$ cat src/design/npgr_ram.sv
module npgr_ram #(
	parameter int WIDTH = 8,
	parameter int DEPTH = 16,
	localparam int ADDR_W = (DEPTH > 1) ? $clog2(DEPTH) : 1
) (
	input  logic                     clk,
	input  logic                     we,
	input  logic [ADDR_W-1:0]        waddr,
	input  logic [WIDTH-1:0]         wdata,
	input  logic [ADDR_W-1:0]        raddr,
	output logic [WIDTH-1:0]         rdata
);
	logic [WIDTH-1:0] mem [DEPTH];

	always_ff @(posedge clk) begin
		if (we) begin
			mem[waddr] <= wdata;
		end
		rdata <= mem[raddr];
	end

endmodule

$ cat config.mk
export PLATFORM = sky130hd
export DESIGN_NAME = npgr_ram
export DESIGN_NICKNAME = d
export VERILOG_FILES = /design/src/design/npgr_ram.sv
export SDC_FILE = /design/constraint.sdc
export NUM_CORES = 1
export LEC_CHECK = 0
export BUFFER_PORTS_ARGS = -buffer_cell sky130_fd_sc_hd__clkbuf_2
export CAP_MARGIN = 20
export CORE_MARGIN = 1.5
export CORE_UTILIZATION = 35
export DETAILED_ROUTE_END_ITERATION = 8
export HOLD_SLACK_MARGIN = 0.05
export PLACE_DENSITY = 0.57
export SKIP_CTS_REPAIR_TIMING = 1
export SYNTH_ARGS = -nofsm -noshare
export SYNTH_HDL_FRONTEND = slang
export SYNTH_SLANG_ARGS = --single-unit
$ cat constraint.sdc
create_clock -name clk -period 3.47 [get_ports clk]
set_input_delay 0 -clock clk [delete_from_list [all_inputs] [get_ports clk]]
set_output_delay 0 -clock clk [all_outputs]
set_load 0.01 [all_outputs]
==> out/metrics.yaml <==
placed_area_sq_mm: 0.005449
regToRegSetupSlack_ns: 2.03
grt_max_degree: 33
crit_fanout: 1
power_frac_clock: 0.461
period_minus_slack_ns: 1.437
synth_common_cells: "edfxtp_1 (128), mux4_2 (18), a22oi_1 (16)"
status: "finished clean"
syn-num-nets: 247
die_h_um: 124.3
hpwl_mm: 6.418
antenna_found_initial: 0
synth_edf_count: 128
worst_pin_slew_ns: 1.008
via_count: 2391
power_leakage_nw: 1.997
synth.most_common_cell: "edfxtp_1"
max_freq_mhz: 695.9
crit_required_ns: 3.76
cp-end-kind: "register"
crit_type: "reg -> reg"
die_x_um: 124.3
synth_top_area_share: 0.7467
ioPinCount: 26
syn_avg_cell_area_sq_um: 22.48
ys_seq_area_frac: 0.7778
grt_overflow_total: 0
wire_per_inst_um: 22.32
htreeDepth: 4
p_sw_frac: 0.1944
synthFlopType: "edfxtp_1"
timing_hold_violations_final: 0
max_slew_margin: 0.3256
setup_viol: 0
cts-root-buf: "clkbuf_16"
grtUsageMet2: 0.2136
synth_area_leaders: "edfxtp_1 (75%), mux4_2 (7.9%), mux4_1 (7.1%)"
holdCritPathClass: "in -> reg"
cts_tree: "built"
grt-busiest-layer: "met2"
drtPass1Iterations: 4
routed_wl_mm: 10.36
arrival_ns: 1.73
antenna_cells: 0
grt_usage: 0.1462
core_region_area_sq_mm: 0.01442
place_congestion: 0.7304
cts.reportedPaths.clkPinSlew_ns: 0.05
drt_iter0_drc: 187
power_switching_w: 0.0007280
worstSkewPairLatency_ns: 0.42
grt.met3_usage: 0.04467
cts_sinks: 136
rows: 44
vdd_ir_drop_max_mv: 0.3882
min_period_over_period: 0.4141
rsz0062_at_grt: "no"
fin_nets: 285
yosysWarnings: 0
port_buffers: 25
drive_gt1_frac: 0.2643
antenna_left: 0
cts_buffer_depth: 2
path_cells: "mux4_1, a22oi_1, nand2_1"
async_flop_share: 0
grt_pass1_wl_mm: 15.90
use_met1: 0.2044
p_per_area_mw_per_mm2: 621.2
vias_per_cell: 5.153
netlist_instances: 229
numCtsBuffers: 17
cp-start-kind: "register"
synth-seq-cells: 136
synth_top_area_cell: "edfxtp_1"
syn_to_final_growth_pct: 17.11
fin_tns_setup_ns: 0
pwr-share-seq: 0.494
maxCapViolations: 0
die-area_sq_mm: 0.01544
power.internal_w: 0.003017
fin_skew_ns: 0.007458
yosysUniqueCellTypes: 19
pwr-share-comb: 0.044
drv_slew: 0
grt_pass1_vias: 2508
drcViolationCount: 0
syn_area_sq_mm: 0.005147
design_area_sq_mm: 0.006028
crit_path_top_delay_cell: "mux4_1"
cpPeakStageDelay_ns: 0.51
initial_core_util: 0.3569
==> cell families (layout without fill, tap and decap cells) <==
group / after synthesis / after routing / synth area share
flip-flops: 136 / 136 / 0.7778
AND/OR/NAND/NOR: 35 / 35 / 0.03184
multiplexers: 32 / 32 / 0.1502
AO/OA/AOI/OAI: 16 / 16 / 0.02334
buffers and inverters: 10 / 61 / 0.01677
==> power groups by stage <==
| stage | combinational (W) | clock (W) | sequential [W] |
|---|---|---|---|
| after global routing | 0.000182 | 0.00183 | 0.00185 |
| after floorplan | 0.0000932 | 0 | 0.00188 |
| after global placement | 0.000166 | 0 | 0.00188 |
| after CTS | 0.000169 | 0.00176 | 0.00185 |
| final | 0.000166 | 0.00173 | 0.00185 |
| after detailed placement | 0.000169 | 0 | 0.00189 |
==> sequential cells by signal, indices dropped and copies added, names as in the netlist <==
name	count
mem	128
rdata	8
==> worst max-delay path, delay by kind of cell (launching register included) <==
kind / cells / cell delay [ns]
AND/OR/NAND/NOR: 1 / 0.09
AO/OA/AOI/OAI: 1 / 0.36
flip-flops: 1 / 0.36
multiplexers: 1 / 0.51
==> cell type report <==
type	instances	area (sq um)
Fill cell	1270	8396
Multi-Input combinational cell	83	1067
Sequential cell	136	4004
Clock inverter	12	132.6
Clock buffer	20	436.7
Timing Repair Buffer	29	157.7
Tap cell	184	230.2
==> final timing paths <==
| check | from | end | depth (start not counted) |
|---|---|---|---|
| setup / recovery | mem[1][3]$_DFFE_PP_ | rdata[3]$_DFF_P_ | 3 |
| setup reg to reg | mem[1][3]$_DFFE_PP_ | rdata[3]$_DFF_P_ | 3 |
| hold / removal | wdata[0] | mem[2][0]$_DFFE_PP_ | 1 |
| hold reg to reg | mem[8][3]$_DFFE_PP_ | rdata[3]$_DFF_P_ | 3 |
==> layout by cell type (no fill, tap or decap) <==
master           n
clkbuf_16       17
a22oi_1         16
and2_1           1
dfxtp_1          8
mux4_2          18
or3b_2           1
clkinv_1         4
nand2b_1         2
nand3_1          1
bufinv_16        3
mux4_1          14
clkbuf_1         3
and2b_1          1
nor2b_1          1
nor3_1           2
nor2_1          13
nand3b_1         2
nor3_2           2
nand2_1          9
clkbuf_2        25
edfxtp_1       128
clkinv_2         4
buf_4            3
dlygate4sd3_1    1
clkinvlp_4       1
==> layer usage <==
layer | wire, um | part of all wire
met3 | 652 | 0.063
met2 | 4833 | 0.47
met1 | 4698 | 0.45
met4 | 173 | 0.017
met5 | 0 | 0
==> metrics by stage <==
stage                     total power, W  utilization  hold slack (ns)  std cells  setup WS, ns
final                           0.003745       0.4179          0.03327        464         2.033
after global routing            0.003865       0.4179          0.05021        464         1.963
after CTS                       0.003785       0.4172          0.01362        463         2.047
after detailed placement        0.002054       0.3778           0.3905        431         1.648
after global placement          0.002050       0.3778           0.3943        431         1.651
after floorplan                 0.001977            -          0.09887        229         1.977
(Power assumes the default switching activity.)
