[src/design/npgr_pkg.sv]
package npgr_pkg;

	// function codes of an input item
	localparam logic [1:0] FUNC_LOAD  = 2'd0;
	localparam logic [1:0] FUNC_QUERY = 2'd1;
	localparam logic [1:0] FUNC_CLEAR = 2'd2;

	// configuration register indexes
	localparam int CFG_IDX_W = 2;
	localparam logic [CFG_IDX_W-1:0] REG_GRID_STEP = 2'd0;
	localparam logic [CFG_IDX_W-1:0] REG_MAX_DIST  = 2'd1;
	localparam int CFG_DATA_W = 34;

	localparam int POS_W    = 16;
	localparam int DENS_W   = 32;
	localparam int CELL_W   = 8;
	localparam int GRID_W   = CELL_W + POS_W;      // cell index times step
	localparam int SQ_W     = 2 * GRID_W;          // one axis squared
	localparam int SUM_W    = SQ_W + 2;            // three axes summed
	localparam int HITS_W   = 24;
	localparam int WORD_W   = 3 * POS_W + DENS_W;  // one stored particle

	localparam logic [CFG_DATA_W-1:0] GRID_STEP_RST = 34'd1311;
	localparam logic [CFG_DATA_W-1:0] MAX_DIST_RST  = 34'd1717987;

	typedef struct packed {
		logic [1:0]        func;
		logic [POS_W-1:0]  pos_x;
		logic [POS_W-1:0]  pos_y;
		logic [POS_W-1:0]  pos_z;
		logic signed [DENS_W-1:0] particle_density;
		logic [CELL_W-1:0] cell_x;
		logic [CELL_W-1:0] cell_y;
		logic [CELL_W-1:0] cell_z;
	} npgr_in_t;

	typedef struct packed {
		logic signed [DENS_W-1:0] cell_density;
		logic              hit;
		logic [HITS_W-1:0] hits_so_far;
	} npgr_out_t;

	// data that walks down the row of distance cells
	typedef struct packed {
		logic                   last;
		logic [2:0][POS_W-1:0]  pos;
		logic [DENS_W-1:0]      dens;
		logic [SUM_W-1:0]       sum;
	} npgr_flow_t;

endpackage

[src/design/npgr_axis_cell.sv]
module npgr_axis_cell
	import npgr_pkg::*;
(
	input  logic              clk,
	input  logic              arst_n,
	input  logic [GRID_W-1:0] grid,
	input  logic              vld_in,
	input  npgr_flow_t        flow_in,
	output logic              vld_out,
	output npgr_flow_t        flow_out
);
	logic              vld_s1, vld_s2, vld_s3;
	npgr_flow_t        f_s1, f_s2, f_s3;
	logic [GRID_W-1:0] diff_s1;
	logic [SQ_W-1:0]   sq_s2;
	logic [GRID_W-1:0] coord;

	assign coord = {{CELL_W{1'b0}}, flow_in.pos[0]};

	always_ff @(posedge clk or negedge arst_n) begin
		if (!arst_n) begin
			vld_s1 <= 1'b0;
			vld_s2 <= 1'b0;
			vld_s3 <= 1'b0;
		end else begin
			vld_s1 <= vld_in;
			vld_s2 <= vld_s1;
			vld_s3 <= vld_s2;
		end
	end

	always_ff @(posedge clk) begin
		// absolute difference on this cell's axis
		f_s1    <= flow_in;
		diff_s1 <= (coord >= grid) ? (coord - grid) : (grid - coord);
		f_s2    <= f_s1;
		sq_s2   <= diff_s1 * diff_s1;
		// add in and rotate so the next cell sees the next axis
		f_s3.last <= f_s2.last;
		f_s3.dens <= f_s2.dens;
		f_s3.pos  <= {f_s2.pos[0], f_s2.pos[2], f_s2.pos[1]};
		f_s3.sum  <= f_s2.sum + SUM_W'(sq_s2);
	end

	assign vld_out  = vld_s3;
	assign flow_out = f_s3;

endmodule

[config.mk]
export PLATFORM = sky130hd
export DESIGN_NAME = npgr_axis_cell
export DESIGN_NICKNAME = d
export VERILOG_FILES = /design/src/design/npgr_pkg.sv /design/src/design/npgr_axis_cell.sv
export SDC_FILE = /design/constraint.sdc
export NUM_CORES = 2
export LEC_CHECK = 0
export ABC_AREA = 1
export BUFFER_PORTS_ARGS = -buffer_cell sky130_fd_sc_hd__buf_2
export CAP_MARGIN = 15
export CORE_MARGIN = 5
export CORE_UTILIZATION = 50
export CTS_CLUSTER_SIZE = 12
export DETAILED_ROUTE_END_ITERATION = 12
export PLACE_DENSITY = 0.72
export SLEW_MARGIN = 20
export SYNTH_ARGS = -nofsm -noshare
export SYNTH_HDL_FRONTEND = slang
export SYNTH_SLANG_ARGS = --single-unit
[constraint.sdc]
create_clock -name clk -period 6.1 [get_ports clk]
set_input_delay 0.61 -clock clk [delete_from_list [all_inputs] [get_ports clk]]
set_output_delay 0.61 -clock clk [all_outputs]
set_load 0.01 [all_outputs]
==> metrics <==
fmax 0.170 GHz; vias in the first global route 27700; WL final 84.4 mm; syn nets 5147; Vias 26500; CTS root buf clkbuf_16; final worst path period share 96.5%; Place WS -0.152 ns; Rel. slew slack 58.9%; DIE HEIGHT 271 um; setup ws final 0.214 ns; clock tree from TritonCTS built; synthesized area 34100 um2; vias per inst 4.72; Synth Flop Type dfxtp_1; H-tree Lvls 2; Total GRT Usage 23.0%; final hold vios 0; area of the core 67400 um2; Layout fillers 6070; count of TritonRoute iterations in the first routing pass 8; Max Fanout on Critical Path 7; #FFs+latches synth 467; initial antenna violation count 2; commonest non-fill, non-tap cell in the layout nand2_1; commonest cells after routing, fill and taps aside 1268 x nand2_1, 1177 x inv_1, 447 x dfxtp_1, 414 x fa_1, 289 x buf_2; fraction of layout cells with a size suffix above 1 13.7%; distinct cell type count after synthesis 39; Slew Viols, Final 0; post-route minimum period 5.89 ns; Crit. End Element register; mean cell area of the mapped netlist 7.93 um2; die area 73600 um2; Hold WS 0.116 ns; Initial DRC Count 1458; outcome finished, final reports clean; CTS max path bufs 3; critical path startpoint category register; DRC Markers 0; largest net degree at the start of global routing 26; Initial Utilization 50.7%; global-route wire length before repair 138 mm; Layout Utilization 59.1%; worst path arrival time 6.36 ns; Max-Cap Viols 0; Post-synth EDFFs 0; CP top delay family adder cells; master of the slowest instance on the critical path fa_1; final setup violation count 0; critical path type reg -> reg; CP bufs+invs 9; synthesis warning total 0; CTS Buf Count 49; global placement routability congestion 0.970; Port Buffers 289; post-synthesis sequential area ratio 27.4%; die width 271 um; Routed Antenna Nets 0; row count 95; required time of the critical path 6.57 ns; fraction of registers with async set/reset 0.642%; wire per inst 15.0 um; Layout area overhead 16.7%; layout net count 5561; class of the tightest hold or removal check in -> reg; synthesized instance count 4308; CP most frequent cell nand2_1; global route overflow 0; worst slew pin tran 0.609 ns; # clock sinks 467; post-DP HPWL 71.2 mm; io pins 290; Reg clk slew, reported paths 0.06 ns; Clock Skew 0.0199 ns; Worst path max stage delay 0.53 ns; setup_tns 0 ns; clk_lat worst skew 0.59 ns
## per-layer routing
metal	track usage [%]	vias to the layer above	wire length [um]
li1	-	13200	-
met1	29.0	12500	35500
met2	41.4	664	42100
met3	2.71	161	4150
met4	6.97	0	2670
met5	0	-	0
## stage by stage
stage                     instance area, um2  std cells
after global placement                 37500       5531
final                                  39800       5620
after floorplan                        34100       4308
after global routing                   39800       5620
after detailed placement               37500       5531
after CTS                              39200       5606
## final timing paths
check                                 start        end  slack, ns  depth (start not counted)
worst max-delay path            diff_s1[16]  sq_s2[39]       0.21                         27
worst min-delay path            flow_in[25]   f_s1[25]       0.12                          1
worst max register to register  diff_s1[16]  sq_s2[39]       0.21                         27
worst min register to register    f_s1[101]  f_s2[101]       0.32                          0
max in group asynchronous            arst_n    vld_out       5.63                          2
min in group asynchronous            arst_n     vld_s2       0.36                          2
## cell usage after synthesis, types with 3 or more instances
| master | number | area share (%) |
|---|---|---|
| nand2_1 | 1290 | 14 |
| inv_1 | 1181 | 13 |
| dfxtp_1 | 464 | 27 |
| fa_1 | 424 | 25 |
| ha_1 | 257 | 9.4 |
| nor2_1 | 194 | 2.1 |
| nand3_1 | 113 | 1.7 |
| xor2_1 | 80 | 2.1 |
| a21oi_1 | 79 | 1.2 |
| clkbuf_1 | 50 | 0.55 |
| nand4_1 | 25 | 0.46 |
| nor3_1 | 17 | 0.25 |
| o21bai_1 | 16 | 0.35 |
| xnor2_1 | 15 | 0.38 |
| nand3b_1 | 13 | 0.29 |
| nand2_2 | 10 | 0.18 |
| o21ai_0 | 9 | 0.13 |
| buf_4 | 8 | 0.18 |
| buf_6 | 6 | 0.20 |
| nor2_2 | 6 | 0.11 |
| and2_1 | 5 | 0.092 |
| inv_2 | 5 | 0.055 |
| nand2_4 | 5 | 0.16 |
| nor4_1 | 5 | 0.092 |
| a21o_1 | 4 | 0.088 |
| a31oi_1 | 4 | 0.073 |
| or2_2 | 4 | 0.073 |
| dfrtp_1 | 3 | 0.22 |
## logic make-up (layout without fill, tap and decap cells)
family / Yosys count / in the layout / synth area share (%)
adder cells (fa/ha/maj): 681 / 681 / 34.3
buffers and inverters: 1255 / 1692 / 14.0
AND/OR/NAND/NOR: 1692 / 1692 / 19.9
flip-flops: 467 / 467 / 27.4
XOR/XNOR: 95 / 95 / 2.44
AO/OA/AOI/OAI: 118 / 118 / 1.94
other: 0 / 2 / 0
## state kept, by name (all words and copies together), names as in the netlist
signal / flops
diff_s1: 24
f_s2: 131
flow_out: 131
vld_s2: 1
vld_s1: 1
f_s1: 131
vld_out: 1
sq_s2: 47
## worst reg2reg max path: stages (launching register included)
cell,delay (ns)
dfxtp_4,0.37
buf_12,0.14
buf_4,0.14
nand2_1,0.11
inv_1,0.07
fa_1,0.47
fa_1,0.52
inv_1,0.06
fa_1,0.46
fa_1,0.43
fa_1,0.53
inv_1,0.07
fa_1,0.53
inv_1,0.05
fa_1,0.47
inv_1,0.04
ha_1,0.31
buf_4,0.16
nand2_2,0.08
inv_2,0.06
nand2_1,0.06
nand2_1,0.08
nand2_1,0.07
nand2_1,0.10
a21oi_2,0.21
nand2_1,0.08
nand2_1,0.05
nand2_1,0.07
## final cells by class
class / count / area, um2 / area share, %
Multi-Input combinational cell: 2586 / 20500 / 51.5
Sequential cell: 467 / 9410 / 23.6
Inverter: 1187 / 4460 / 11.2
Timing Repair Buffer: 431 / 2750 / 6.89
Clock buffer: 59 / 1280 / 3.22
Tap cell: 873 / 1090 / 2.74
Clock inverter: 15 / 327 / 0.820
Antenna cell: 2 / 5.00 / 0.0126
## repair_timing
item                       4_1_cts  5_1_grt
pin swaps                        0       27
setup buffers                    0       11
hold buffers                     1        0
setup endpoints to repair       21       30
hold endpoints to repair         3        0
gates resized for setup         20      140
cloned                           0        1
Power is left out: the tool's default activity adds up to more than one toggle a clock period on the data nets, which glitch-free logic cannot reach.
